==> config.mk <==
export PLATFORM = sky130hd
export DESIGN_NAME = multi_joint_slew_limiter_top
export DESIGN_NICKNAME = d
export VERILOG_FILES = /design/src/rtl/mjsl_pkg.sv /design/src/rtl/mjsl_ctrl.sv /design/src/rtl/mjsl_datapath.sv /design/src/rtl/multi_joint_slew_limiter_top.sv
export SDC_FILE = /design/constraint.sdc
export NUM_CORES = 2
export LEC_CHECK = 0
export ABC_CLOCK_PERIOD_IN_PS = 7900
export BUFFER_PORTS_ARGS = -buffer_cell sky130_fd_sc_hd__clkbuf_2
export CAP_MARGIN = 20
export CELL_PAD_IN_SITES_DETAIL_PLACEMENT = 1
export CELL_PAD_IN_SITES_GLOBAL_PLACEMENT = 1
export CORE_ASPECT_RATIO = 2
export CORE_MARGIN = 2
export CORE_UTILIZATION = 46
export DETAILED_ROUTE_END_ITERATION = 6
export GPL_ROUTABILITY_DRIVEN = 0
export PLACE_DENSITY = 0.85
export SYNTH_ARGS = -nofsm -noshare
export SYNTH_HDL_FRONTEND = slang
export SYNTH_SLANG_ARGS = --single-unit
==> constraint.sdc <==
create_clock -name clk -period 7.9 [get_ports clk]
set_input_delay 2.37 -clock clk [delete_from_list [all_inputs] [get_ports clk]]
set_output_delay 2.37 -clock clk [all_outputs]
set_load 0.03 [all_outputs]
==> src/rtl/mjsl_pkg.sv <==
// Shared constants, item codes and control interface types for the multi-joint slew limiter.
package mjsl_pkg;

  localparam int KIND_W = 2;
  localparam int ROW_W  = 5;
  localparam int ANG_W  = 16;
  localparam int STEP_W = 16;

  localparam int NUM_JOINTS_DEF = 25;
  localparam logic [STEP_W-1:0] MAX_STEP_RST = 16'd360;

  // Stream word layouts.
  localparam int S_TDATA_W = 24;
  localparam int S_TUSER_W = KIND_W;
  localparam int M_TDATA_W = 48;

  // Item kinds; the fourth code is unused and yields an all-zero result.
  localparam logic [KIND_W-1:0] KIND_SET  = 2'd0;
  localparam logic [KIND_W-1:0] KIND_TICK = 2'd1;
  localparam logic [KIND_W-1:0] KIND_READ = 2'd2;

  typedef struct packed {
    logic load_item;
    logic step_walk;
    logic finish;
  } ctrl_cmd_t;

  typedef struct packed {
    logic new_tick;
    logic walk_last;
    logic out_free;
  } ctrl_sts_t;

endpackage

==> src/rtl/mjsl_ctrl.sv <==
// Controller state machine that sequences item intake, the joint walk and result hand-off.
module mjsl_ctrl (
  input  logic                  clk,
  input  logic                  rst,
  input  logic                  s_valid,
  output logic                  s_ready,
  input  mjsl_pkg::ctrl_sts_t   sts,
  output mjsl_pkg::ctrl_cmd_t   cmd
);
  import mjsl_pkg::*;

  typedef enum logic [2:0] {
    ST_IDLE = 3'b001,
    ST_WALK = 3'b010,
    ST_DONE = 3'b100
  } state_t;

  state_t state;
  state_t state_next;

  always_ff @(posedge clk) begin
    if (rst) begin
      state <= ST_IDLE;
    end else begin
      state <= state_next;
    end
  end

  always_comb begin
    state_next = state;
    cmd        = '0;
    s_ready    = (state == ST_IDLE);
    unique case (state)
      ST_IDLE: begin
        if (s_valid) begin
          cmd.load_item = 1'b1;
          state_next    = sts.new_tick ? ST_WALK : ST_DONE;
        end
      end
      ST_WALK: begin
        cmd.step_walk = 1'b1;
        if (sts.walk_last) begin
          state_next = ST_DONE;
        end
      end
      ST_DONE: begin
        if (sts.out_free) begin
          cmd.finish = 1'b1;
          state_next = ST_IDLE;
        end
      end
      default: begin
        state_next = ST_IDLE;
      end
    endcase
  end

  a_accept_leaves_idle: assert property (@(posedge clk) disable iff (rst)
    (s_valid && s_ready) |=> (state != ST_IDLE))
    else $error("accepted transfer did not start processing");

  a_walk_ends_in_done: assert property (@(posedge clk) disable iff (rst)
    (state == ST_WALK && sts.walk_last) |=> (state == ST_DONE))
    else $error("joint walk did not end in the result state");

  a_finish_returns_idle: assert property (@(posedge clk) disable iff (rst)
    cmd.finish |=> (state == ST_IDLE))
    else $error("result hand-off did not return to idle");

endmodule

==> src/rtl/mjsl_datapath.sv <==
// Datapath: item latch, angle stores, per-joint slew step, changed-row tracking and output register.
module mjsl_datapath #(
  parameter int NUM_JOINTS = mjsl_pkg::NUM_JOINTS_DEF
) (
  input  logic                               clk,
  input  logic                               rst,
  input  logic [mjsl_pkg::KIND_W-1:0]        in_kind,
  input  logic [mjsl_pkg::ROW_W-1:0]         in_row,
  input  logic signed [mjsl_pkg::ANG_W-1:0]  in_angle,
  input  logic                               cfg_we,
  input  logic [mjsl_pkg::STEP_W-1:0]        cfg_wdata,
  input  mjsl_pkg::ctrl_cmd_t                cmd,
  output mjsl_pkg::ctrl_sts_t                sts,
  output logic                               out_valid,
  input  logic                               out_ready,
  output logic                               out_accepted,
  output logic                               out_changed,
  output logic [mjsl_pkg::ROW_W-1:0]         out_first_row,
  output logic [mjsl_pkg::ROW_W-1:0]         out_last_row,
  output logic signed [mjsl_pkg::ANG_W-1:0]  out_cmd_angle,
  output logic signed [mjsl_pkg::ANG_W-1:0]  out_cur_angle
);
  import mjsl_pkg::*;

  localparam int IDX_W = (NUM_JOINTS > 1) ? $clog2(NUM_JOINTS) : 1;
  localparam int WIDE_W = ANG_W + 2;

  logic [KIND_W-1:0]        kind_q;
  logic [ROW_W-1:0]         row_q;
  logic signed [ANG_W-1:0]  angle_q;
  logic [STEP_W-1:0]        max_step;
  logic [IDX_W-1:0]         cnt;
  logic                     any_chg;
  logic [ROW_W-1:0]         lo_row;
  logic [ROW_W-1:0]         hi_row;

  logic signed [ANG_W-1:0]  command_store [NUM_JOINTS];
  logic signed [ANG_W-1:0]  current_store [NUM_JOINTS];

  logic                     row_ok;
  logic [IDX_W-1:0]         rd_idx;
  logic signed [ANG_W-1:0]  rd_cmd;
  logic signed [ANG_W-1:0]  rd_cur;
  logic signed [WIDE_W-1:0] delta;
  logic signed [WIDE_W-1:0] lim_s;
  logic signed [WIDE_W-1:0] cur_w;
  logic signed [WIDE_W-1:0] moved_w;
  logic signed [ANG_W-1:0]  new_cur;
  logic                     joint_diff;

  assign row_ok = ({1'b0, row_q} < (ROW_W + 1)'(NUM_JOINTS));

  // One read address serves both the walk and a row read.
  assign rd_idx = cmd.step_walk ? cnt : row_q[IDX_W-1:0];
  assign rd_cmd = command_store[rd_idx];
  assign rd_cur = current_store[rd_idx];

  assign cur_w      = {{2{rd_cur[ANG_W-1]}}, rd_cur};
  assign delta      = {{2{rd_cmd[ANG_W-1]}}, rd_cmd} - cur_w;
  assign lim_s      = WIDE_W'(max_step);
  assign joint_diff = (delta != '0);

  // A step never passes the command, so the moved value fits the angle width.
  always_comb begin
    moved_w = cur_w;
    if (delta < -lim_s) begin
      moved_w = cur_w - lim_s;
    end else if (delta > lim_s) begin
      moved_w = cur_w + lim_s;
    end
    new_cur = ((delta < -lim_s) || (delta > lim_s)) ? moved_w[ANG_W-1:0] : rd_cmd;
  end

  assign sts.new_tick  = (in_kind == KIND_TICK);
  assign sts.walk_last = (cnt == IDX_W'(NUM_JOINTS - 1));
  assign sts.out_free  = !out_valid || out_ready;

  always_ff @(posedge clk) begin
    if (rst) begin
      max_step <= MAX_STEP_RST;
    end else if (cfg_we) begin
      max_step <= cfg_wdata;
    end
  end

  always_ff @(posedge clk) begin
    if (cmd.load_item) begin
      kind_q  <= in_kind;
      row_q   <= in_row;
      angle_q <= in_angle;
    end
  end

  always_ff @(posedge clk) begin
    if (rst) begin
      cnt     <= '0;
      any_chg <= 1'b0;
      lo_row  <= '0;
      hi_row  <= '0;
    end else if (cmd.load_item) begin
      cnt     <= '0;
      any_chg <= 1'b0;
      lo_row  <= '0;
      hi_row  <= '0;
    end else if (cmd.step_walk) begin
      cnt <= cnt + 1'b1;
      if (joint_diff) begin
        if (!any_chg) begin
          lo_row <= ROW_W'(cnt);
        end
        hi_row  <= ROW_W'(cnt);
        any_chg <= 1'b1;
      end
    end
  end

  always_ff @(posedge clk) begin
    if (rst) begin
      for (int i = 0; i < NUM_JOINTS; i++) begin
        command_store[i] <= '0;
        current_store[i] <= '0;
      end
    end else begin
      if (cmd.step_walk) begin
        current_store[cnt] <= new_cur;
      end
      if (cmd.finish && kind_q == KIND_SET && row_ok) begin
        command_store[row_q[IDX_W-1:0]] <= angle_q;
      end
    end
  end

  always_ff @(posedge clk) begin
    if (rst) begin
      out_valid <= 1'b0;
    end else if (cmd.finish) begin
      out_valid <= 1'b1;
    end else if (out_ready) begin
      out_valid <= 1'b0;
    end
  end

  always_ff @(posedge clk) begin
    if (cmd.finish) begin
      out_accepted  <= 1'b0;
      out_changed   <= 1'b0;
      out_first_row <= '0;
      out_last_row  <= '0;
      out_cmd_angle <= '0;
      out_cur_angle <= '0;
      if (kind_q == KIND_SET) begin
        if (row_ok) begin
          out_accepted  <= 1'b1;
          out_changed   <= 1'b1;
          out_first_row <= row_q;
          out_last_row  <= row_q;
        end
      end else if (kind_q == KIND_TICK) begin
        out_accepted  <= 1'b1;
        out_changed   <= any_chg;
        out_first_row <= lo_row;
        out_last_row  <= hi_row;
      end else if (kind_q == KIND_READ) begin
        if (row_ok) begin
          out_accepted  <= 1'b1;
          out_cmd_angle <= rd_cmd;
          out_cur_angle <= rd_cur;
        end
      end
    end
  end

  a_finish_needs_slot: assert property (@(posedge clk) disable iff (rst)
    cmd.finish |-> (!out_valid || out_ready))
    else $error("result loaded over an unread result");

  a_walk_in_range: assert property (@(posedge clk) disable iff (rst)
    cmd.step_walk |-> (cnt <= IDX_W'(NUM_JOINTS - 1)))
    else $error("joint walk index past the last joint");

  a_rows_ordered: assert property (@(posedge clk) disable iff (rst)
    (cmd.finish && kind_q == KIND_TICK && any_chg) |-> (lo_row <= hi_row))
    else $error("lowest changed row above highest changed row");

endmodule

==> src/rtl/multi_joint_slew_limiter_top.sv <==
// Top level of the multi-joint slew limiter: stream ports, controller and datapath.
// Each joint row keeps a command angle and a current angle (signed hundredths of a degree).
// A set or read item passes from its transfer through the accept cycle and the result stage
// before the next item's transfer; a tick also walks the joints one per cycle, between those
// two, through the single read-modify-write path of the angle registers. A result waits in
// an output register while the next item is taken in; the block holds a finished result back
// only while that register is still full.
// Configuration writes to max_step take effect at the next clock edge.
module multi_joint_slew_limiter_top #(
  parameter int NUM_JOINTS = mjsl_pkg::NUM_JOINTS_DEF
) (
  input  logic                              clk,
  input  logic                              rst,
  input  logic                              s_axis_tvalid,
  output logic                              s_axis_tready,
  // row [4:0], angle [20:5], zero [23:21]
  input  logic [mjsl_pkg::S_TDATA_W-1:0]    s_axis_tdata,
  // kind [1:0]
  input  logic [mjsl_pkg::S_TUSER_W-1:0]    s_axis_tuser,
  output logic                              m_axis_tvalid,
  input  logic                              m_axis_tready,
  // accepted [0], changed [1], first_row [6:2], last_row [11:7],
  // cmd_angle [27:12], cur_angle [43:28], zero [47:44]
  output logic [mjsl_pkg::M_TDATA_W-1:0]    m_axis_tdata,
  input  logic                              cfg_we,
  input  logic [mjsl_pkg::STEP_W-1:0]       cfg_wdata
);
  import mjsl_pkg::*;

  ctrl_cmd_t               cmd;
  ctrl_sts_t               sts;
  logic                    out_accepted;
  logic                    out_changed;
  logic [ROW_W-1:0]        out_first_row;
  logic [ROW_W-1:0]        out_last_row;
  logic signed [ANG_W-1:0] out_cmd_angle;
  logic signed [ANG_W-1:0] out_cur_angle;

  mjsl_ctrl u_ctrl (
    .clk     (clk),
    .rst     (rst),
    .s_valid (s_axis_tvalid),
    .s_ready (s_axis_tready),
    .sts     (sts),
    .cmd     (cmd)
  );

  mjsl_datapath #(
    .NUM_JOINTS (NUM_JOINTS)
  ) u_datapath (
    .clk           (clk),
    .rst           (rst),
    .in_kind       (s_axis_tuser[KIND_W-1:0]),
    .in_row        (s_axis_tdata[ROW_W-1:0]),
    .in_angle      (s_axis_tdata[ROW_W+ANG_W-1:ROW_W]),
    .cfg_we        (cfg_we),
    .cfg_wdata     (cfg_wdata),
    .cmd           (cmd),
    .sts           (sts),
    .out_valid     (m_axis_tvalid),
    .out_ready     (m_axis_tready),
    .out_accepted  (out_accepted),
    .out_changed   (out_changed),
    .out_first_row (out_first_row),
    .out_last_row  (out_last_row),
    .out_cmd_angle (out_cmd_angle),
    .out_cur_angle (out_cur_angle)
  );

  assign m_axis_tdata = {4'b0000, out_cur_angle, out_cmd_angle, out_last_row,
                         out_first_row, out_changed, out_accepted};

endmodule
==> results.md <==
- Peak supply drop: 0.4367 mV
- Status: finished with violations
- Yosys top cell area share: 61.49%
- WS Path Type: reg -> reg
- Average cell area after synthesis: 10.70 um2
- Root Driver: clkbuf_16
- CP endpoint kind: flop
- Gr ovfl total: 0
- Fill cells: 12,048
- Cell taking the most area after synthesis: edfxtp_1
- Power share of the clock group: 26.8%
- Syn. warnings: 0
- Clk_lat worst skew: 0.80 ns
- Total die area: 0.1187 mm2
- Fin crit period: 8.575 ns
- Distinct cells, synth: 77
- Die Y-Extent: 485.3 um
- DP HPWL: 134,600 um
- CTS Buffer Depth: 3
- Vias in the first global route: 47,707
- Rel. slew slack: 15.18%
- Hold buffer count at CTS: 0
- CP startpoint: u_ctrl.state[0]
- I/O pins: 97
- Total GRT Usage: 36.44%
- Async S/R FF share, synth: 0%
- Top_reg_cell synth: edfxtp_1
- Switch share: 38.91%
- Largest net degree at the start of global routing: 71
- Vias/cell: 6.662
- Seq. cell area: 0.03349 mm2
- P_leak: 0.02469 uW
- Area grow syn2layout: 18.58%
- Worst Tran Pin Value: 1.268 ns
- Critical path required time: 8.33 ns
- Power density cells: 327.4 mW/mm2
- Clk pin slew, worst setup/hold paths: 0.08 ns
- Routed wire length: 237,400 um
- CP max stage delay: 0.80 ns
- Footprint of the multi-input gates: 0.01904 mm2
- Slew Viols, Final: 0
- Filler-free cell count of the finished design: 6,937
- Flop2flop setup slack: -0.68 ns
- Most frequent CP cell: buf_4
- Cts bufs inserted: 99
- Failing checks: DRC, setup timing
- First drt pass iteration count: 7
- Hold Path Origin: u_datapath.any_chg
- Clk sinks: 1,127
- Number of synthesized flops with an enable pin: 1,091
- Synth top cells by count: 1,105 x nand2_1, 1,091 x edfxtp_1, 534 x nor2_1, 446 x nand3_1, 402 x and2_1
- First-pass GRT wire length: 312,800 um
- Layout cell share with drive strength beyond 1: 15.89%
- Comb power frac: 38.5%
- CTS tree: done
- # nets final: 5,468
- Mean routed wirelength per cell: 34.22 um
- Crit share post-route: 108.5%
- Area contributors post-synth: edfxtp_1 61%, nand2_1 7.8%, and2_1 4.7%
- Startpoint types: flop
- Critical R2R Launch: u_ctrl.state[0]
- H-tree Lvls: 3
- Reg power frac: 34.7%
- Count leader, synth: nand2_1
- Drt initial violations: 6,316
- Setup ws final: -0.6753 ns
- Internal power: 12,630 uW
- Mapped Area: 0.05328 mm2
- Core Region: 0.1150 mm2
- Placed Cells: 6,685
- Register area share after synthesis: 62.84%
- # setup viols final: 481
- Max-cap violation count: 0
- Post-Synthesis Cells: 4,977
- Worst hold path class: reg -> reg
- Row count: 176
- CP max stage cell: a211oi_1
- Routed Antenna Nets: 0
- Worst Path Arrival: 9.00 ns
- Yosys reg bits: 1,127
- Vias: 46,213
- Die W: 244.7 um
- Final Hold Vio Count: 0
- Starting Density: 46.35%
- Worst Skew: 0.08320 ns
- Fin Setup TNS: -104.01 ns
- I/O Buffers: 89
- CP max FO: 27
- Sw power: 8049 uW
- F_max: 0.1166 GHz
- Initial antenna violation count: 16
- DR DRC count: 13
-- power groups by stage --
stage	logic, uW	clock network, uW	registers, uW
3_5_place_dp	6500	0	7290
5_1_grt	8100	5680	7190
6_report	7960	5540	7180
3_3_place_gp	6200	0	7260
4_1_cts	6870	5400	7160
2_1_floorplan	3250	0	7270
-- critical path: cells and delay by family, from the launching register on --
family                   cells  cell delay (ns)
AO/OA/AOI/OAI                8             1.98
adder cells (fa/ha/maj)      2             0.70
buffers and inverters       11             2.21
flip-flops                   1             0.33
AND/OR/NAND/NOR              9             2.91
-- final cells by class --
cell class / instances / area share (%)
repair buffers: 541 / 7.642
clock buffers: 109 / 4.014
multi-input cells: 3461 / 30.14
inverters: 104 / 0.6238
flip-flops and latches: 1127 / 53.00
diodes: 6 / 0.02377
well taps: 1513 / 2.996
clock inverters: 76 / 1.553
-- final timing paths --
check                           depth (start not counted)                              end
worst max-delay path                                   30  u_datapath.current_store[5][15]
worst min-delay path                                    2               u_datapath.any_chg
worst max register to register                         30  u_datapath.current_store[5][15]
worst min register to register                          2               u_datapath.any_chg
-- timing repair --
item                                    in CTS  in global routing
endpoints found under the setup margin     512                515
cloned                                       9                  5
pin swaps                                   10                 40
setup buffers                               16                 17
gates resized for setup                     54                116
-- flip-flops by register name, summed over array words and instances (netlist names), 5 cells and up --
signal,cells
u_datapath.angle_q,16
u_datapath.cnt,5
u_datapath.command_store,512
u_datapath.current_store,512
u_datapath.hi_row,5
u_datapath.lo_row,5
u_datapath.max_step,16
u_datapath.out_cmd_angle,16
u_datapath.out_cur_angle,16
u_datapath.out_first_row,5
u_datapath.out_last_row,5
u_datapath.row_q,5
-- cells by family after synthesis --
group           count (synthesis)  synth area share (%)
compound gates                526                 7.268
buf+inv                       507                 4.023
flops                        1127                 62.84
mux                            32                0.6270
fa+ha+maj                      87                 2.085
xor+xnor                       27                0.4439
other cells                     1              0.007038
simple gates                 2670                 22.70
-- layout by cell type, fill, tap and decap left out, types with 11 or more instances in the layout --
cell / n
o21ai_1: 28
mux2i_1: 26
a21oi_1: 64
buf_12: 42
a31oi_1: 52
clkinvlp_4: 12
nor3_1: 12
nand4_1: 14
a311oi_1: 124
edfxtp_1: 1091
a21oi_2: 19
o21ai_0: 19
clkinv_1: 17
dfxtp_1: 33
and2_1: 401
nand2b_1: 11
a21o_1: 21
xnor2_1: 14
and3_1: 79
inv_1: 100
a211oi_1: 34
clkinv_2: 19
clkbuf_2: 89
nand3_1: 441
nand2_1: 1102
nor2_1: 529
bufinv_16: 20
a22o_1: 11
clkbuf_16: 104
conb_1: 116
nor2b_1: 11
a311oi_2: 29
ha_1: 80
buf_4: 378
-- per-stage QoR --
stage	worst slack [ns]	cell area, um2	hold slack, ns	util (%)	total power [uW]
final	-0.6753	63180	0.5582	54.96	20680
after global routing	-0.6510	63170	0.5766	54.95	20980
after CTS	0.001649	62100	0.5433	54.03	19430
after detailed placement	-0.7437	57900	0.5086	50.37	13780
after global placement	-0.3537	57900	0.4734	50.37	13470
after floorplan	0.2467	53710	0.4613	-	10510
-- per-layer routing --
layer  GRT usage [%]  vias up  share of wire [%]
li1                -    18101                  -
met1           35.51    22447                 28
met2           61.85     4059                 47
met3           9.244     1592                 12
met4           35.20       14                 12
met5               0        -              0.035
Note: power is estimated with default switching activity, not from simulation.
